$ cat config.mk
export PLATFORM = sky130hd
export DESIGN_NAME = gnc_count
export DESIGN_NICKNAME = d
export VERILOG_FILES = /design/src/hw/rtl/gnc_pkg.sv /design/src/hw/rtl/gnc_count.sv
export VERILOG_INCLUDE_DIRS = /design/src /design/src/hw/rtl
export SDC_FILE = /design/constraint.sdc
export NUM_CORES = 1
export LEC_CHECK = 0
export BUFFER_PORTS_ARGS = -buffer_cell sky130_fd_sc_hd__buf_2
export CAP_MARGIN = 10
export CORE_MARGIN = 4
export CORE_UTILIZATION = 49
export CTS_CLUSTER_DIAMETER = 50
export DETAILED_ROUTE_END_ITERATION = 8
export PLACE_DENSITY_LB_ADDON = 0.12
export RECOVER_POWER = 25
export SLEW_MARGIN = 20
export SYNTH_ARGS = -nofsm -noshare
export SYNTH_HDL_FRONTEND = slang
export SYNTH_SLANG_ARGS = --single-unit
$ cat constraint.sdc
create_clock -name i_clk -period 1.91 [get_ports i_clk]
set_input_delay 0.0955 -clock i_clk [delete_from_list [all_inputs] [get_ports i_clk]]
set_output_delay 0.0955 -clock i_clk [all_outputs]
set_load 0.01 [all_outputs]
$ cat src/hw/rtl/assert_macros.svh
`ifndef ASSERT_MACROS_SVH
`define ASSERT_MACROS_SVH

// same-cycle implication, muted while reset is held
`define GNC_ASSERT_IMPL(label, clk, rst_n, ante, cons, msg) \
    label: assert property (@(posedge clk) disable iff (!rst_n) (ante) |-> (cons)) \
        else $error(msg);

// next-cycle implication, muted while reset is held
`define GNC_ASSERT_NEXT(label, clk, rst_n, ante, cons, msg) \
    label: assert property (@(posedge clk) disable iff (!rst_n) (ante) |=> (cons)) \
        else $error(msg);

`endif

$ cat src/hw/rtl/gnc_pkg.sv
`timescale 1ns / 1ps

package gnc_pkg;

    localparam int MAX_COLS      = 64;
    localparam int MAX_ROWS      = 64;
    localparam int STATE_BITS    = 4;
    localparam int MAX_RADIUS    = 7;

    localparam int OP_BITS       = 3;
    localparam int COL_BITS      = 6;
    localparam int ROW_BITS      = 6;
    localparam int RAD_BITS      = 3;
    localparam int COUNT_BITS    = 8;
    localparam int DIM_BITS      = 7;
    localparam int SPAN_BITS     = 4;
    localparam int COORD_BITS    = 8;

    localparam int ADDR_BITS     = COL_BITS + ROW_BITS;
    localparam int CELLS         = MAX_COLS * MAX_ROWS;
    localparam int MAX_COUNT     = (2 * MAX_RADIUS + 1) * (2 * MAX_RADIUS + 1);

    localparam int CFG_IDX_BITS  = 2;
    localparam int CFG_DATA_BITS = 7;

    localparam logic [OP_BITS-1:0] OP_WRITE  = 3'd0;
    localparam logic [OP_BITS-1:0] OP_READ   = 3'd1;
    localparam logic [OP_BITS-1:0] OP_SQUARE = 3'd2;
    localparam logic [OP_BITS-1:0] OP_FOUR   = 3'd3;
    localparam logic [OP_BITS-1:0] OP_EIGHT  = 3'd4;

    localparam logic [CFG_IDX_BITS-1:0] CFG_GRID_WIDTH  = 2'd0;
    localparam logic [CFG_IDX_BITS-1:0] CFG_GRID_HEIGHT = 2'd1;
    localparam logic [CFG_IDX_BITS-1:0] CFG_WRAP_MODE   = 2'd2;

    typedef logic [STATE_BITS-1:0] t_cell;
    typedef logic [ADDR_BITS-1:0]  t_addr;
    typedef logic [COUNT_BITS-1:0] t_count;

    typedef struct packed {
        logic [OP_BITS-1:0]    op;
        logic [COL_BITS-1:0]   col;
        logic [ROW_BITS-1:0]   row;
        logic [STATE_BITS-1:0] cell_state;
        logic [RAD_BITS-1:0]   radius;
    } t_in_word;

    typedef struct packed {
        logic [COUNT_BITS-1:0] match_count;
        logic [STATE_BITS-1:0] cell_value;
    } t_out_word;

    // effective grid settings, already clamped
    typedef struct packed {
        logic [DIM_BITS-1:0] width;
        logic [DIM_BITS-1:0] height;
        logic                wrap;
    } t_grid_cfg;

    typedef struct packed {
        logic  clear;
        logic  sample;
        logic  centre;
        logic  skip_en;
        t_cell st;
    } t_cnt_ctrl;

    typedef enum logic [1:0] {
        RES_ZERO  = 2'd0,
        RES_READ  = 2'd1,
        RES_COUNT = 2'd2
    } t_res_kind;

    typedef struct packed {
        logic      result_ready;
        t_res_kind kind;
    } t_seq_status;

endpackage

$ cat src/hw/rtl/gnc_count.sv
`timescale 1ns / 1ps
`include "assert_macros.svh"

module gnc_count (
    input  logic               i_clk,
    input  logic               i_rst_n,
    input  gnc_pkg::t_cnt_ctrl i_ctrl,
    input  gnc_pkg::t_cell     i_rd_data,
    output gnc_pkg::t_count    o_count,
    output gnc_pkg::t_cell     o_value
);

    import gnc_pkg::*;

    logic   r_sample;
    logic   r_centre;
    logic   r_skip_en;
    logic   r_skipped;
    t_cell  r_st;
    t_count r_count;
    t_cell  r_value;

    logic   n_skipped;
    t_count n_count;
    logic   hit;
    logic   drop;

    // read data lands in the cycle after the address, so the tags are registered to match
    always_comb begin
        hit       = r_sample && (i_rd_data == r_st);
        drop      = r_sample && r_skip_en && r_centre && !r_skipped;
        n_skipped = r_skipped;
        n_count   = r_count;
        if (i_ctrl.clear) begin
            n_skipped = 1'b0;
            n_count   = '0;
        end else begin
            if (drop) begin
                // first visit of the centre is left out of the count
                n_skipped = 1'b1;
            end else if (hit && (r_count != '1)) begin
                n_count = r_count + COUNT_BITS'(1);
            end
        end
    end

    always_ff @(posedge i_clk) begin
        if (!i_rst_n) begin
            r_sample  <= 1'b0;
            r_centre  <= 1'b0;
            r_skip_en <= 1'b0;
            r_skipped <= 1'b0;
            r_count   <= '0;
        end else begin
            r_sample  <= i_ctrl.sample;
            r_centre  <= i_ctrl.centre;
            r_skip_en <= i_ctrl.skip_en;
            r_skipped <= n_skipped;
            r_count   <= n_count;
        end
    end

    always_ff @(posedge i_clk) begin
        if (i_ctrl.clear) begin
            r_st <= i_ctrl.st;
        end
        if (r_sample) begin
            r_value <= i_rd_data;
        end
    end

    assign o_count = r_count;
    assign o_value = r_value;

    `GNC_ASSERT_IMPL(a_count_bound, i_clk, i_rst_n, 1'b1,
        r_count <= COUNT_BITS'(MAX_COUNT), "count exceeds the largest window")

endmodule

==> results.yml <==
global_route:
  antenna_found_initial: 0
  grt_usage_pct: 16.25
  grt_max_degree: 13
  overflow: 0
  grt_pass1_vias: 675
  grt_pass1_wl_um: 3146
sta:
  rsz0062_at_grt: "no"
  maxSlewViolCount: 0
  setup_viol: 0
  final-hold-violation-count: 0
  period_needed_ns: 1.682
  worst_pin_slew_ns: 0.3636
  finalSetupTns_ns: 0
  final.period_utilization_pct: 88.05
  skew_ns: 0.001628
  fmax_ghz: 0.5946
  slew_headroom_pct: 75.69
critical_path:
  path_max_fanout: 10
  crit_chain: "xnor2_2, o2111ai_4, or4_1, a21oi_1"
  timing.rr.end: "o_count[5]"
  crit_family: "simple AND/OR/NAND/NOR gates"
  r2r_slack_ns: 0.23
  critPathCaptureType: "register"
  cp-start-kind: "register"
  critPathKind: "register to register"
  reg2reg_from: "r_st[0]"
  cp.arrival_ns: 1.92
  crit_path_top_delay_cell: "or4_1"
  cp.required_ns: 2.15
  worstRegToRegCells: 4
  max_stage_delay_ns: 0.54
  path_buf_inv: 0
layout:
  final_core_util_pct: 68.72
  layout.nets: 127
  drive_above_1_share_pct: 29.73
  layout_commonest_cell: "buf_2"
  num_antenna_cells: 0
  area_growth_pct: 33.24
  mostFrequentLayoutCells: "buf_2, dfxtp_1, dlygate4sd3_1"
floorplanning:
  ios: 26
  die_area_um2: 2540
  die_w_um: 50.40
  die_h_um: 50.40
  start_util_pct: 51.58
  core-area_um2: 1708
  placementRows: 15
pwr:
  ir_worst_vdd_mv: 0.5401
  power.leakage_nw: 0.4614
  power.density_nw_per_um2: 770.9
yosys:
  syn_area_um2: 880.8
  synth.yosys.warnings: 0
  synth_nets: 89
  synth.distinct_cells: 28
  ys_seq_area_share_pct: 54.55
  ys_ff_latch: 20
  avgSynthCellArea_um2: 11.90
  synthCells: 74
clock_tree:
  clock_latency_ns: 0.30
  cts-htree-levels: 1
  cts_sinks: 20
  cts_buffers: 3
  cts_tree: "built"
  clockRootBuffer: "clkbuf_4"
  cts.clk_slew.worst_paths_ns: 0.11
  post-cts-setup-buffers: 0
  clockBufferDepth: 2
run_status:
  outcome: "finished clean"
routing:
  vias_per_cell: 5.140
  dr.pass1.iters: 4
  wl_per_cell_um: 12.87
  drt_wl_total_um: 1750
  vias: 699
  ant_nets: 0
  drt_iter0_drc: 35
  drc: 0
worst_hold_path:
  min_to: "r_centre"
  min-delay-start: "i_rst_n"
  hold_path_class: "input pin to register"
  worstHoldPathCells: 2
flow_run:
  drv_cap: 0
place:
  dp_hpwl_um: 1206
  io_buffers: 25
  gp_congestion: 0.7960
## kinds of logic after synthesis
family          Yosys count  synth area share [%]
compound gates           21                 19.46
xor+xnor                  4                 7.813
fa+ha+maj                 1                 1.420
buf+inv                   1                0.4257
flops                    20                 54.55
simple gates             27                 16.34
## layout make-up
class                      instances  area, um^2
clock buffer                       3       22.52
clock inverter                     1       30.03
fill                             119       534.3
multi-input combinational         53       396.6
sequential                        20       480.5
tap                               25       31.28
timing repair buffer              34       212.7
## where the power goes
group          internal (W)  leakage, nW  switching [W]
combinational     0.0000483        0.259      0.0000435
clock              0.000212       0.0279       0.000131
sequential         0.000459        0.174      0.0000107
## layer usage
metal | track usage, % | share of wire [%] | wire length, um | vias up
met5 | 0 | 0 | 0 | -
met4 | 6.726 | 2.1 | 36 | 0
met3 | 3.858 | 5.9 | 103 | 5
met2 | 25.22 | 45 | 796 | 23
met1 | 21.67 | 46 | 813 | 309
li1 | - | - | - | 362
## how the worst max path moves through the flow
stage | start | to | cells past startpoint
global route | r_st[0] | o_count[4] | 4
CTS | r_st[0] | o_count[3] | 4
global placement | r_st[0] | o_count[3] | 4
floorplan | o_count[0] | o_count[3] | 5
finish | r_st[0] | o_count[5] | 4
detailed placement | r_st[0] | o_count[3] | 4
## flip-flops by register name, indices dropped and copies added, names as in the netlist
signal / count
o_count: 8
o_value: 4
r_st: 4
r_centre: 1
r_sample: 1
r_skip_en: 1
r_skipped: 1
## what timing repair did
item                                   in CTS  in global routing
gates resized for setup                     0                  0
hold buffers                                7                  2
endpoints found under the hold margin       7                  2
## cells in the mapped netlist
library cell / count / area (um^2)
nand3_1: 5 / 25.02
dfxtp_1: 12 / 240.2
nand4b_1: 1 / 8.760
nand2b_1: 1 / 6.260
o211a_1: 1 / 10.01
clkbuf_1: 1 / 3.750
and2_1: 3 / 18.77
xnor2_1: 1 / 8.760
o2111ai_4: 1 / 26.28
o21ai_0: 2 / 10.01
o2111a_2: 1 / 12.51
a31oi_1: 3 / 18.77
o31ai_1: 3 / 22.52
a41o_1: 2 / 20.02
xnor2_4: 1 / 27.53
nor2_1: 5 / 18.77
xnor2_2: 2 / 32.53
o41ai_1: 1 / 8.760
o211ai_2: 1 / 12.51
or3_1: 1 / 6.260
ha_1: 1 / 12.51
or2_1: 1 / 6.260
a21oi_1: 6 / 30.03
nand2_1: 5 / 18.77
or4_1: 3 / 22.52
nor2b_1: 1 / 6.260
nand4_1: 1 / 6.260
edfxtp_1: 8 / 240.2
## worst reg2reg max path: cells and delay by family, from the launching register on
family | cells | cell delay [ns]
DFF | 1 | 0.45
xor gates and xnor gates | 1 | 0.26
and+or+nand+nor | 1 | 0.54
AOI/OAI and AO/OA | 2 | 0.36
## per-stage QoR
stage	hold WS, ns	instances	instance area (um^2)	power (W)	worst slack (ns)
detailed placement	0.2736	123	1033	0.0005582	0.2579
global placement	0.2716	123	1033	0.0005556	0.3083
finish	0.03238	136	1174	0.0009047	0.2282
global route	0.03258	136	1174	0.0009436	0.08450
floorplan	0.1944	74	880.8	0.0005279	0.3714
CTS	0.002639	134	1156	0.0009076	0.2229
Power figures use the tool's default switching activity.
