**config.mk**
```make
export PLATFORM = sky130hd
export DESIGN_NAME = gnc_seq
export DESIGN_NICKNAME = d
export VERILOG_FILES = /design/src/hw/rtl/gnc_pkg.sv /design/src/hw/rtl/gnc_seq.sv
export VERILOG_INCLUDE_DIRS = /design/src /design/src/hw/rtl
export SDC_FILE = /design/constraint.sdc
export NUM_CORES = 1
export LEC_CHECK = 0
export BUFFER_PORTS_ARGS = -buffer_cell sky130_fd_sc_hd__buf_2
export CAP_MARGIN = 10
export CORE_MARGIN = 1.5
export CORE_UTILIZATION = 55
export CTS_CLUSTER_SIZE = 28
export DETAILED_ROUTE_END_ITERATION = 12
export PLACE_DENSITY = 0.74
export SLEW_MARGIN = 20
export SYNTH_ARGS = -nofsm -noshare
export SYNTH_HDL_FRONTEND = slang
export SYNTH_SLANG_ARGS = --single-unit
```
**constraint.sdc**
```tcl
create_clock -name i_clk -period 14.9 [get_ports i_clk]
set_input_delay 2.235 -clock i_clk [delete_from_list [all_inputs] [get_ports i_clk]]
set_output_delay 2.235 -clock i_clk [all_outputs]
set_load 0.02 [all_outputs]
```
**src/hw/rtl/assert_macros.svh**
```systemverilog
`ifndef ASSERT_MACROS_SVH
`define ASSERT_MACROS_SVH

// same-cycle implication, muted while reset is held
`define GNC_ASSERT_IMPL(label, clk, rst_n, ante, cons, msg) \
    label: assert property (@(posedge clk) disable iff (!rst_n) (ante) |-> (cons)) \
        else $error(msg);

// next-cycle implication, muted while reset is held
`define GNC_ASSERT_NEXT(label, clk, rst_n, ante, cons, msg) \
    label: assert property (@(posedge clk) disable iff (!rst_n) (ante) |=> (cons)) \
        else $error(msg);

`endif

```
**src/hw/rtl/gnc_pkg.sv**
```systemverilog
`timescale 1ns / 1ps

package gnc_pkg;

    localparam int MAX_COLS      = 64;
    localparam int MAX_ROWS      = 64;
    localparam int STATE_BITS    = 4;
    localparam int MAX_RADIUS    = 7;

    localparam int OP_BITS       = 3;
    localparam int COL_BITS      = 6;
    localparam int ROW_BITS      = 6;
    localparam int RAD_BITS      = 3;
    localparam int COUNT_BITS    = 8;
    localparam int DIM_BITS      = 7;
    localparam int SPAN_BITS     = 4;
    localparam int COORD_BITS    = 8;

    localparam int ADDR_BITS     = COL_BITS + ROW_BITS;
    localparam int CELLS         = MAX_COLS * MAX_ROWS;
    localparam int MAX_COUNT     = (2 * MAX_RADIUS + 1) * (2 * MAX_RADIUS + 1);

    localparam int CFG_IDX_BITS  = 2;
    localparam int CFG_DATA_BITS = 7;

    localparam logic [OP_BITS-1:0] OP_WRITE  = 3'd0;
    localparam logic [OP_BITS-1:0] OP_READ   = 3'd1;
    localparam logic [OP_BITS-1:0] OP_SQUARE = 3'd2;
    localparam logic [OP_BITS-1:0] OP_FOUR   = 3'd3;
    localparam logic [OP_BITS-1:0] OP_EIGHT  = 3'd4;

    localparam logic [CFG_IDX_BITS-1:0] CFG_GRID_WIDTH  = 2'd0;
    localparam logic [CFG_IDX_BITS-1:0] CFG_GRID_HEIGHT = 2'd1;
    localparam logic [CFG_IDX_BITS-1:0] CFG_WRAP_MODE   = 2'd2;

    typedef logic [STATE_BITS-1:0] t_cell;
    typedef logic [ADDR_BITS-1:0]  t_addr;
    typedef logic [COUNT_BITS-1:0] t_count;

    typedef struct packed {
        logic [OP_BITS-1:0]    op;
        logic [COL_BITS-1:0]   col;
        logic [ROW_BITS-1:0]   row;
        logic [STATE_BITS-1:0] cell_state;
        logic [RAD_BITS-1:0]   radius;
    } t_in_word;

    typedef struct packed {
        logic [COUNT_BITS-1:0] match_count;
        logic [STATE_BITS-1:0] cell_value;
    } t_out_word;

    // effective grid settings, already clamped
    typedef struct packed {
        logic [DIM_BITS-1:0] width;
        logic [DIM_BITS-1:0] height;
        logic                wrap;
    } t_grid_cfg;

    typedef struct packed {
        logic  clear;
        logic  sample;
        logic  centre;
        logic  skip_en;
        t_cell st;
    } t_cnt_ctrl;

    typedef enum logic [1:0] {
        RES_ZERO  = 2'd0,
        RES_READ  = 2'd1,
        RES_COUNT = 2'd2
    } t_res_kind;

    typedef struct packed {
        logic      result_ready;
        t_res_kind kind;
    } t_seq_status;

endpackage

```
**src/hw/rtl/gnc_seq.sv**
```systemverilog
`timescale 1ns / 1ps
`include "assert_macros.svh"

module gnc_seq (
    input  logic                 i_clk,
    input  logic                 i_rst_n,
    input  logic                 i_in_valid,
    output logic                 o_in_ready,
    input  gnc_pkg::t_in_word    i_in_word,
    input  gnc_pkg::t_grid_cfg   i_cfg,
    input  logic                 i_out_free,
    output gnc_pkg::t_seq_status o_status,
    output gnc_pkg::t_cnt_ctrl   o_cnt_ctrl,
    output logic                 o_wr_en,
    output gnc_pkg::t_addr       o_wr_addr,
    output gnc_pkg::t_cell       o_wr_data,
    output logic                 o_rd_en,
    output gnc_pkg::t_addr       o_rd_addr
);

    import gnc_pkg::*;

    typedef enum logic [6:0] {
        ST_CLEAR = 7'b0000001,
        ST_IDLE  = 7'b0000010,
        ST_PREP  = 7'b0000100,
        ST_SCAN  = 7'b0001000,
        ST_SCAN4 = 7'b0010000,
        ST_DRAIN = 7'b0100000,
        ST_DONE  = 7'b1000000
    } t_state;

    localparam logic [1:0] STEP_LEFT  = 2'd0;
    localparam logic [1:0] STEP_RIGHT = 2'd1;
    localparam logic [1:0] STEP_UP    = 2'd2;
    localparam logic [1:0] STEP_DOWN  = 2'd3;

    t_state                        r_state,    n_state;
    t_addr                         r_clr_addr, n_clr_addr;
    t_res_kind                     r_kind,     n_kind;
    logic                          r_skip,     n_skip;
    logic [COL_BITS-1:0]           r_c,        n_c;
    logic [ROW_BITS-1:0]           r_r,        n_r;
    logic signed [COORD_BITS-1:0]  r_xs,       n_xs;
    logic signed [COORD_BITS-1:0]  r_ys,       n_ys;
    logic [COL_BITS-1:0]           r_x,        n_x;
    logic [ROW_BITS-1:0]           r_y,        n_y;
    logic [ROW_BITS-1:0]           r_y0,       n_y0;
    logic [SPAN_BITS-1:0]          r_nx,       n_nx;
    logic [SPAN_BITS-1:0]          r_ny,       n_ny;
    logic [SPAN_BITS-1:0]          r_xi,       n_xi;
    logic [SPAN_BITS-1:0]          r_yi,       n_yi;
    logic [1:0]                    r_step,     n_step;

    logic                          accept;
    logic                          in_grid;
    logic [RAD_BITS-1:0]           rad_eff;
    logic [RAD_BITS-1:0]           rad_sel;
    logic [DIM_BITS-1:0]           c_ext;
    logic [DIM_BITS-1:0]           r_ext;
    logic [DIM_BITS-1:0]           rad_ext;
    logic [DIM_BITS-1:0]           x_lo;
    logic [DIM_BITS-1:0]           x_hi;
    logic [DIM_BITS-1:0]           y_lo;
    logic [DIM_BITS-1:0]           y_hi;
    logic [COL_BITS-1:0]           x_inc;
    logic [ROW_BITS-1:0]           y_inc;
    logic                          x_last;
    logic                          y_last;
    logic [COL_BITS-1:0]           c_m1;
    logic [COL_BITS-1:0]           c_p1;
    logic [ROW_BITS-1:0]           r_m1;
    logic [ROW_BITS-1:0]           r_p1;
    logic                          c_p_ok;
    logic                          r_p_ok;
    logic [COL_BITS-1:0]           nb_x;
    logic [ROW_BITS-1:0]           nb_y;
    logic                          nb_ok;

    assign o_in_ready = (r_state == ST_IDLE);
    assign accept     = i_in_valid && o_in_ready;

    // window bounds for a new word
    always_comb begin
        in_grid = (DIM_BITS'(i_in_word.col) < i_cfg.width)
               && (DIM_BITS'(i_in_word.row) < i_cfg.height);
        rad_eff = (i_in_word.radius > RAD_BITS'(MAX_RADIUS)) ? RAD_BITS'(MAX_RADIUS)
                                                             : i_in_word.radius;
        unique case (i_in_word.op)
            OP_READ:  rad_sel = '0;
            OP_EIGHT: rad_sel = RAD_BITS'(1);
            default:  rad_sel = rad_eff;
        endcase
        c_ext   = DIM_BITS'(i_in_word.col);
        r_ext   = DIM_BITS'(i_in_word.row);
        rad_ext = DIM_BITS'(rad_sel);
        x_lo    = (c_ext < rad_ext) ? '0 : (c_ext - rad_ext);
        y_lo    = (r_ext < rad_ext) ? '0 : (r_ext - rad_ext);
        x_hi    = ((c_ext + rad_ext) > (i_cfg.width - DIM_BITS'(1)))
                ? (i_cfg.width - DIM_BITS'(1)) : (c_ext + rad_ext);
        y_hi    = ((r_ext + rad_ext) > (i_cfg.height - DIM_BITS'(1)))
                ? (i_cfg.height - DIM_BITS'(1)) : (r_ext + rad_ext);
    end

    // scan stepping, wrapping at the grid edge
    always_comb begin
        x_inc  = ((DIM_BITS'(r_x) + DIM_BITS'(1)) == i_cfg.width) ? '0
               : (r_x + COL_BITS'(1));
        y_inc  = ((DIM_BITS'(r_y) + DIM_BITS'(1)) == i_cfg.height) ? '0
               : (r_y + ROW_BITS'(1));
        x_last = (r_xi == (r_nx - SPAN_BITS'(1)));
        y_last = (r_yi == (r_ny - SPAN_BITS'(1)));
    end

    // orthogonal neighbours
    always_comb begin
        c_m1   = (r_c == '0) ? COL_BITS'(i_cfg.width - DIM_BITS'(1)) : (r_c - COL_BITS'(1));
        r_m1   = (r_r == '0) ? ROW_BITS'(i_cfg.height - DIM_BITS'(1)) : (r_r - ROW_BITS'(1));
        c_p_ok = ((DIM_BITS'(r_c) + DIM_BITS'(1)) != i_cfg.width);
        r_p_ok = ((DIM_BITS'(r_r) + DIM_BITS'(1)) != i_cfg.height);
        c_p1   = c_p_ok ? (r_c + COL_BITS'(1)) : '0;
        r_p1   = r_p_ok ? (r_r + ROW_BITS'(1)) : '0;
        unique case (r_step)
            STEP_LEFT: begin
                nb_x  = c_m1;
                nb_y  = r_r;
                nb_ok = i_cfg.wrap || (r_c != '0);
            end
            STEP_RIGHT: begin
                nb_x  = c_p1;
                nb_y  = r_r;
                nb_ok = i_cfg.wrap || c_p_ok;
            end
            STEP_UP: begin
                nb_x  = r_c;
                nb_y  = r_m1;
                nb_ok = i_cfg.wrap || (r_r != '0);
            end
            STEP_DOWN: begin
                nb_x  = r_c;
                nb_y  = r_p1;
                nb_ok = i_cfg.wrap || r_p_ok;
            end
            default: begin
                nb_x  = r_c;
                nb_y  = r_r;
                nb_ok = 1'b0;
            end
        endcase
    end

    always_comb begin
        n_state    = r_state;
        n_clr_addr = r_clr_addr;
        n_kind     = r_kind;
        n_skip     = r_skip;
        n_c        = r_c;
        n_r        = r_r;
        n_xs       = r_xs;
        n_ys       = r_ys;
        n_x        = r_x;
        n_y        = r_y;
        n_y0       = r_y0;
        n_nx       = r_nx;
        n_ny       = r_ny;
        n_xi       = r_xi;
        n_yi       = r_yi;
        n_step     = r_step;

        o_wr_en    = 1'b0;
        o_wr_addr  = {i_in_word.row, i_in_word.col};
        o_wr_data  = i_in_word.cell_state;
        o_rd_en    = 1'b0;
        o_rd_addr  = {r_y, r_x};

        o_cnt_ctrl         = '0;
        o_cnt_ctrl.clear   = accept;
        o_cnt_ctrl.st      = i_in_word.cell_state;
        o_cnt_ctrl.skip_en = r_skip;

        o_status.result_ready = (r_state == ST_DONE);
        o_status.kind         = r_kind;

        unique case (r_state)
            ST_CLEAR: begin
                o_wr_en    = 1'b1;
                o_wr_addr  = r_clr_addr;
                o_wr_data  = '0;
                n_clr_addr = r_clr_addr + ADDR_BITS'(1);
                if (r_clr_addr == ADDR_BITS'(CELLS - 1)) begin
                    n_state = ST_IDLE;
                end
            end
            ST_IDLE: begin
                if (accept) begin
                    n_c    = i_in_word.col;
                    n_r    = i_in_word.row;
                    n_skip = (i_in_word.op == OP_EIGHT);
                    if (i_cfg.wrap) begin
                        n_xs = $signed({1'b0, c_ext}) - $signed({1'b0, rad_ext});
                        n_ys = $signed({1'b0, r_ext}) - $signed({1'b0, rad_ext});
                        n_nx = {rad_sel, 1'b1};
                        n_ny = {rad_sel, 1'b1};
                    end else begin
                        n_xs = $signed({1'b0, x_lo});
                        n_ys = $signed({1'b0, y_lo});
                        n_nx = SPAN_BITS'(x_hi - x_lo + DIM_BITS'(1));
                        n_ny = SPAN_BITS'(y_hi - y_lo + DIM_BITS'(1));
                    end
                    n_step = STEP_LEFT;
                    if (!in_grid) begin
                        n_kind  = RES_ZERO;
                        n_state = ST_DONE;
                    end else begin
                        unique case (i_in_word.op)
                            OP_WRITE: begin
                                o_wr_en = 1'b1;
                                n_kind  = RES_ZERO;
                                n_state = ST_DONE;
                            end
                            OP_READ: begin
                                n_kind  = RES_READ;
                                n_state = ST_PREP;
                            end
                            OP_SQUARE, OP_EIGHT: begin
                                n_kind  = RES_COUNT;
                                n_state = ST_PREP;
                            end
                            OP_FOUR: begin
                                n_kind  = RES_COUNT;
                                n_state = ST_SCAN4;
                            end
                            default: begin
                                n_kind  = RES_ZERO;
                                n_state = ST_DONE;
                            end
                        endcase
                    end
                end
            end
            ST_PREP: begin
                // bring a negative start into range, one add of the grid size a cycle
                if (r_xs < 0) begin
                    n_xs = r_xs + $signed({1'b0, i_cfg.width});
                end
                if (r_ys < 0) begin
                    n_ys = r_ys + $signed({1'b0, i_cfg.height});
                end
                if ((r_xs >= 0) && (r_ys >= 0)) begin
                    n_x     = COL_BITS'(r_xs);
                    n_y     = ROW_BITS'(r_ys);
                    n_y0    = ROW_BITS'(r_ys);
                    n_xi    = '0;
                    n_yi    = '0;
                    n_state = ST_SCAN;
                end
            end
            ST_SCAN: begin
                o_rd_en           = 1'b1;
                o_cnt_ctrl.sample = 1'b1;
                o_cnt_ctrl.centre = (r_x == r_c) && (r_y == r_r);
                if (y_last) begin
                    n_yi = '0;
                    n_y  = r_y0;
                    n_xi = r_xi + SPAN_BITS'(1);
                    n_x  = x_inc;
                    if (x_last) begin
                        n_state = ST_DRAIN;
                    end
                end else begin
                    n_yi = r_yi + SPAN_BITS'(1);
                    n_y  = y_inc;
                end
            end
            ST_SCAN4: begin
                o_rd_en           = nb_ok;
                o_rd_addr         = {nb_y, nb_x};
                o_cnt_ctrl.sample = nb_ok;
                n_step            = r_step + 2'd1;
                if (r_step == STEP_DOWN) begin
                    n_state = ST_DRAIN;
                end
            end
            ST_DRAIN: begin
                n_state = ST_DONE;
            end
            ST_DONE: begin
                if (i_out_free) begin
                    n_state = ST_IDLE;
                end
            end
            default: begin
                n_state = ST_IDLE;
            end
        endcase
    end

    always_ff @(posedge i_clk) begin
        if (!i_rst_n) begin
            r_state    <= ST_CLEAR;
            r_clr_addr <= '0;
            r_kind     <= RES_ZERO;
            r_skip     <= 1'b0;
            r_nx       <= SPAN_BITS'(1);
            r_ny       <= SPAN_BITS'(1);
            r_xi       <= '0;
            r_yi       <= '0;
            r_step     <= STEP_LEFT;
        end else begin
            r_state    <= n_state;
            r_clr_addr <= n_clr_addr;
            r_kind     <= n_kind;
            r_skip     <= n_skip;
            r_nx       <= n_nx;
            r_ny       <= n_ny;
            r_xi       <= n_xi;
            r_yi       <= n_yi;
            r_step     <= n_step;
        end
    end

    always_ff @(posedge i_clk) begin
        r_c  <= n_c;
        r_r  <= n_r;
        r_xs <= n_xs;
        r_ys <= n_ys;
        r_x  <= n_x;
        r_y  <= n_y;
        r_y0 <= n_y0;
    end

    `GNC_ASSERT_NEXT(a_busy_after_accept, i_clk, i_rst_n, accept, !o_in_ready,
        "ready still high the cycle after a word was taken")
    `GNC_ASSERT_IMPL(a_scan_bounds, i_clk, i_rst_n, r_state == ST_SCAN,
        (r_xi < r_nx) && (r_yi < r_ny), "window scan index beyond window size")

endmodule

```
==> results of run 1 <==
-- worst max-delay path, cell delays in order --
cell      delay (ps)
buf_2            120
inv_1             90
a21oi_1           70
o21ai_0          740
ha_1             310
inv_1             70
fa_1             440
o21bai_1         170
nand2_1           90
xnor2_1          140
ha_1             320
a211oi_1         250
o21bai_1         100
o22a_1           250
nand2_1          100
o21ai_0          100
ha_1             290
inv_1             40
ha_1             200
fa_1             370
xor2_1           190
a21o_1           170
and3b_1          180
a311oi_1         270
a21oi_1          100
-- layout by cell type, fill, tap and decap left out, types with 4 or more instances in the layout --
cell type,count
o21ai_1,4
a31oi_1,11
nand2b_1,18
xnor2_1,81
o21bai_1,8
a221oi_1,5
and2_1,6
a22oi_1,4
buf_2,82
fa_1,8
ha_1,78
nor4_1,4
a21oi_1,61
nor3_1,16
dfxtp_1,40
or2_2,6
or3_1,12
o211ai_1,7
mux2_2,11
clkbuf_16,9
nand3_1,36
or4_1,5
nor2_1,74
and3_1,10
a311oi_1,4
nand4_1,14
a21o_1,8
a211oi_1,7
inv_1,71
nand2_1,56
o22ai_1,13
mux2i_1,17
edfxtp_1,46
o21ai_0,48
xor2_1,33
nor2b_1,8
-- power by group through the flow --
stage / clock, mW / sequential [mW] / combinational, mW
floorplan: 0 / 0.273 / 0.202
global placement: 0 / 0.279 / 0.261
detailed placement: 0 / 0.279 / 0.263
CTS: 0.221 / 0.273 / 0.265
global route: 0.229 / 0.275 / 0.296
finish: 0.219 / 0.274 / 0.267
-- state kept, by name (all words and copies together) (netlist names) --
name	flops
r_ny	4
r_xi	4
r_c	6
r_yi	4
r_nx	4
r_ys	8
r_kind	2
r_y	6
r_y0	6
r_state	7
r_skip	1
r_clr_addr	12
r_x	6
r_step	2
r_xs	8
r_r	6
-- cell families (layout without fill, tap and decap cells) --
group | count (synthesis) | in the layout
AOI/OAI and AO/OA | 209 | 209
xor gates and xnor gates | 115 | 115
adders and majority gates | 86 | 86
buffers and inverters | 122 | 172
DFF | 86 | 86
muxes | 28 | 28
and+or+nand+nor | 294 | 294
-- metrics by stage --
stage | hold WS (ps) | setup WS (ps) | cells
5_1_grt | 506.3 | 7358 | 1170
2_1_floorplan | 436.7 | 7952 | 940
4_1_cts | 465.3 | 7794 | 1170
3_5_place_dp | 457.3 | 7404 | 1154
3_3_place_gp | 452.1 | 7624 | 1154
6_report | 459.8 | 7704 | 1170
-- area by class of cell --
| cell class | instances | area [µm²] | share of cell area, % |
|---|---|---|---|
| inverter | 71 | 266.5 | 3.060 |
| multi-input combinational | 732 | 5320 | 61.09 |
| tap | 180 | 225.2 | 2.586 |
| sequential | 86 | 2182 | 25.06 |
| timing repair buffer | 85 | 432.9 | 4.971 |
| clock buffer | 9 | 225.2 | 2.586 |
| clock inverter | 7 | 56.30 | 0.6466 |
-- final timing paths --
path / slack [ps] / startpoint / endpoint / cells past startpoint
worst max-delay path: 7700 / i_in_word[20] / r_ny[3]$_SDFFE_PN0P_ / 25
worst min register to register: 460 / r_skip$_SDFFE_PN0P_ / r_skip$_SDFFE_PN0P_ / 2
worst max register to register: 12070 / r_state[3]$_SDFFE_PN0P_ / r_ny[1]$_SDFFE_PN0P_ / 7
worst min-delay path: 460 / r_skip$_SDFFE_PN0P_ / r_skip$_SDFFE_PN0P_ / 2
-- layer usage --
layer  part of all wire (%)  vias up  GRT usage (%)
met5                      0        -              0
met4                    2.3        0          10.85
met3                    6.9       30          3.846
met2                     44      264          44.06
met1                     46     3203          40.09
li1                       -     3421              -
==> impl_metrics.toml, run 1 <==
[yosys]
synth_xor_area_share_pct = 12.77
yosysUniqueCellTypes = 73
syn_avg_cell_area_um2 = 8.507
yosysWarnings = 0
synth_top_family_by_area = "simple AND/OR/NAND/NOR gates"
synth_async_sr_flop_share_pct = 0
synth_fa_ha_area_share_pct = 14.21
synth_top_area_share_pct = 17.27
synth-edff-count = 46
synth-seq-cells = 86
synth_area_um2 = 7996
synthesis.nets = 1067
synthMuxAreaShare_pct = 3.677
synthFlopType = "edfxtp_1"
ys_top_cells_by_count = "xnor2_1 (81), ha_1 (78), nor2_1 (74), inv_1 (71), a21oi_1 (61)"
syn_inst = 940
synth_top_cell_by_area = "edfxtp_1"
synth-simple-area-share_pct = 19.56
synth_top_cells_by_area = "edfxtp_1 (17%), ha_1 (12%), dfxtp_1 (10%), xnor2_1 (8.9%), a21oi_1 (3.8%)"
yosysSeqAreaShare_pct = 27.29
synth_compound_area_share_pct = 16.26
yosysMostFrequentCell = "xnor2_1"

[hold_path]
hold_class = "register to register"

[timing]
post-route-period-util_pct = 48.29
final_max_slew_viol_count = 0
skew_ps = 14.05
fin_tns_setup_ps = 0
rsz0062_at_grt = "false"
slew-limit-headroom_pct = 26.48
final_hold_viol_count = 0
post-route-min-period_ps = 7196
tightest_slew_ps = 1102
fmax_mhz = 139.0
setup_viol = 0

[floorplanning]
die_h_um = 123.6
row_count = 43
core_area_um2 = 14040
start_util_pct = 56.95
dieArea_um2 = 15270
io_pins = 83
die_x_um = 123.6

[power]
p_switching_mw = 0.2710
p_clk_share_pct = 28.8
swShare_pct = 35.66
p_leak_nw = 3.639
ir_drop_uv = 86.60
seqPwrFrac_pct = 36.0
p_int_mw = 0.4890
comb_power_share_pct = 35.2
powerDensity_nw_per_um2 = 87.27
p_total_mw = 0.7600

[run_status]
status = "finished, final reports clean"

[place]
place_congestion = 0.9198
dpl-instance-area_um2 = 8422
hpwl_mm = 15.87
port-buffer-count = 82

[clock_network]
htreeDepth = 3
cts_tree = "built"
clkLatencyLatePin_ps = 360
cts-hold-fix-buffers = 0
clk_pin_slew_ps = 70
cts_resized = 0
numCtsBuffers = 9
clock_path_buffers = 2
cts-root-buf = "clkbuf_16"
post_cts_buffers = 0
cts_sinks = 86

[cells_and_area]
drive_above_1_share_pct = 13.64
n_antenna_cell = 0
fin_area_um2 = 8708
nNetsFinal = 1112
final_core_util_pct = 62.02
syn_to_final_growth_pct = 8.903
fillCellCount = 1240

[global_routing]
antenna_found_initial = 0
grt_pass1_vias = 6315
grt_pass1_wl_mm = 32.75
gr-total-overflow = 0
track_usage_pct = 28.33
grt_max_degree = 31

[critical_path]
crit_type = "input port to register"
critPathRequiredTime_ps = 15100
cp.arrival_ps = 7400
worst_setup_path_end_kind = "register"
cp_max_fo = 7
start_kind = "input port"

[routing]
drt_iter0_drc = 571
routed_wl_mm = 20.85
detail_route.wl_per_cell_um = 17.82
vias_per_cell = 5.913
vias = 6918
ant_nets = 0
remaining_drc_errors = 0
dr.pass1.iters = 5

[job]
max_cap_viol_count = 0
Power figures use the tool's default switching activity.
==> inputs of run 2 (changes only) <==
--- a/config.mk
+++ b/config.mk
@@ -6,13 +6,14 @@
 export SDC_FILE = /design/constraint.sdc
 export NUM_CORES = 1
 export LEC_CHECK = 0
+export ABC_AREA = 1
 export BUFFER_PORTS_ARGS = -buffer_cell sky130_fd_sc_hd__buf_2
 export CAP_MARGIN = 10
 export CORE_MARGIN = 1.5
 export CORE_UTILIZATION = 55
 export CTS_CLUSTER_SIZE = 28
 export DETAILED_ROUTE_END_ITERATION = 12
-export PLACE_DENSITY = 0.74
+export PLACE_DENSITY = 0.77
 export SLEW_MARGIN = 20
 export SYNTH_ARGS = -nofsm -noshare
 export SYNTH_HDL_FRONTEND = slang
==> constraint.sdc (replaced) <==
create_clock -name i_clk -period 6.4 [get_ports i_clk]
set_input_delay 0.96 -clock i_clk [delete_from_list [all_inputs] [get_ports i_clk]]
set_output_delay 0.96 -clock i_clk [all_outputs]
set_load 0.02 [all_outputs]
==> run 2 against run 1 <==
Effect of this change: hold slack gained 30 ps; total power grew 130%; register-to-register slack lost 8000 ps; synthesized cell count grew 26%; non-clock buffer count is the same; sequential power grew 130%; cell area grew 3.3%; core utilization shrank 0.35 points; critical endpoint is now r_nx[3]$_SDFFE_PN0P_.
==> impl_metrics.toml, run 2 <==
[cells_and_area]
fin_cells = 1436
top_register = "r_clr_addr"
final_core_util_pct = 61.66
top_regs = "r_clr_addr x12, r_xs x8, r_ys x8"
final_common_cell = "nand2_1"
final_cell_mix = "nand2_1 (269), inv_1 (165), nor2_1 (126), a21oi_1 (84), buf_2 (82)"
largest_register_ffs = 12
nNetsFinal = 1374
syn_to_final_growth_pct = 9.404
n_antenna_cell = 0
drive_above_1_share_pct = 11.10

[power]
p_switching_mw = 0.6151
ir_drop_uv = 130.2
p_clk_share_pct = 31.2
p_leak_nw = 4.334
seqPwrFrac_pct = 36.1
powerDensity_nw_per_um2 = 192.5
p_int_mw = 1.117
swShare_pct = 35.51
comb_power_share_pct = 32.8

[global_routing]
grt_max_degree = 32
grt_pass1_wl_mm = 37.97
antenna_found_initial = 0
grt_pass1_vias = 7569
gr-total-overflow = 0
track_usage_pct = 30.21

[timing]
final_max_slew_viol_count = 0
holdWs_ps = 489.4
post-route-min-period_ps = 5499
tightest_slew_ps = 953.4
fmax_mhz = 181.9
rsz0062_at_grt = "false"
slew-limit-headroom_pct = 36.28
final_hold_viol_count = 0
setup_viol = 0
post-route-period-util_pct = 85.92
skew_ps = 6.734
fin_tns_setup_ps = 0

[critical_path]
r2r_start = "r_state[4]$_SDFFE_PN0P_"
cp_max_fo = 7
cp.arrival_ps = 5730
crit_top_cell = "nor2_1"
critPathRequiredTime_ps = 6630
crit_family = "simple AND/OR/NAND/NOR gates"
crit_type = "input port to register"
critPathBufInv = 4
r2r_slack_ps = 4070
worst_setup_path_end_kind = "register"
slowest_stage = "fa_1"
startpoint = "i_in_word[20]"
start_kind = "input port"
reg2reg_depth = 11
reg2reg_to = "r_state[1]$_SDFFE_PN0P_"
critPathMaxStageDelay_ps = 430

[yosys]
synthFlopType = "edfxtp_1"
yosysMostFrequentCell = "nand2_1"
synth_compound_area_share_pct = 14.04
yosysUniqueCellTypes = 51
syn_inst = 1183
yosysSeqAreaShare_pct = 26.54
syn_avg_cell_area_um2 = 6.951
synthesis.nets = 1310
yosysWarnings = 0
synth_fa_ha_area_share_pct = 13.82
synth_async_sr_flop_share_pct = 0
synth_top_cells_by_area = "edfxtp_1 (17%), nand2_1 (12%), ha_1 (12%), dfxtp_1 (9.7%), inv_1 (7.5%)"
synth_area_um2 = 8223
synthMuxAreaShare_pct = 0
synth-simple-area-share_pct = 28.67
synth-seq-cells = 86
synth-edff-count = 46
synth_xor_area_share_pct = 6.604
synth_top_cell_by_area = "edfxtp_1"
synth_top_area_share_pct = 16.80
synth_top_family_by_area = "simple AND/OR/NAND/NOR gates"
ys_top_cells_by_count = "nand2_1 (269), inv_1 (165), nor2_1 (126), a21oi_1 (84), ha_1 (78)"

[run_status]
status = "finished, final reports clean"

[floorplanning]
die_x_um = 125.3
dieArea_um2 = 15690
row_count = 44
die_h_um = 125.3
io_pins = 83
core_area_um2 = 14590
start_util_pct = 56.36

[job]
max_cap_viol_count = 0

[clock_network]
clk_pin_slew_ps = 60
cts-hold-fix-buffers = 0
numCtsBuffers = 9
cts_tree = "built"
post_cts_buffers = 0
clkLatencyLatePin_ps = 350
cts-root-buf = "clkbuf_16"
htreeDepth = 3
cts_resized = 0
cts_sinks = 86
clock_path_buffers = 2

[routing]
vias_per_cell = 5.591
ant_nets = 0
remaining_drc_errors = 0
routed_wl_mm = 23.33
vias = 8029
drt_iter0_drc = 624
detail_route.wl_per_cell_um = 16.24
dr.pass1.iters = 6

[place]
placed_cells = 1420
hpwl_mm = 18.47
port-buffer-count = 82
place_congestion = 0.9709

[hold_path]
min_from = "r_ys[4]$_DFFE_PP_"
min_to = "r_y0[4]$_DFFE_PP_"
hold_class = "register to register"
hold_path_depth = 0
==> run 2: cell count changes after synthesis, sizes merged, moves of 9 or more <==
cell    change
nor2       +56
nand2     +219
o21ai      +23
a21oi      +23
inv       +104
nand3      +37
mux2i      -17
mux2       -11
nand2b     -19
xnor2      -61
xor2        +9
clkbuf     -25
or3        -14
==> run 2: power groups by stage <==
stage	clock, mW	sequential [mW]	combinational (mW)
2_1_floorplan	0	0.630	0.413
3_3_place_gp	0	0.636	0.550
3_5_place_dp	0	0.636	0.557
4_1_cts	0.542	0.624	0.561
5_1_grt	0.560	0.627	0.642
6_report	0.540	0.625	0.568
==> run 2: logic make-up after synthesis <==
group / after synthesis
fa+ha+maj: 86
simple gates: 536
xor+xnor: 62
flops: 86
buf+inv: 207
compound gates: 206
==> run 2: layer usage <==
metal	GRT usage, %	up-vias	share of wire (%)
li1	-	4024	-
met1	40.58	3625	44
met2	50.18	336	45
met3	4.707	44	7.8
met4	9.425	0	2.3
met5	0	-	0
==> run 2: worst max-delay path by stage <==
| stage | endpoint | cells after the start |
|---|---|---|
| floorplan | r_nx[3]$_SDFFE_PN0P_ | 32 |
| global placement | r_ny[3]$_SDFFE_PN0P_ | 33 |
| detailed placement | r_nx[3]$_SDFFE_PN0P_ | 33 |
| CTS | r_nx[3]$_SDFFE_PN0P_ | 33 |
| global route | r_nx[3]$_SDFFE_PN0P_ | 33 |
| finish | r_nx[3]$_SDFFE_PN0P_ | 30 |
==> run 2: area by class of cell <==
type	instances	area, µm²
tap	184	230.2
clock buffer	10	239.0
sequential	86	2182
clock inverter	6	61.31
multi-input combinational	890	5191
inverter	175	659.4
fill	1358	5593
timing repair buffer	85	432.9
==> run 2: metrics by stage <==
stage	power [mW]	area (µm²)	worst slack [ps]
after floorplan	1.044	8223	1253
after global placement	1.185	8696	796.2
after detailed placement	1.193	8696	625.5
after CTS	1.728	8996	963.2
after global routing	1.829	8996	429.4
final	1.732	8996	901.2
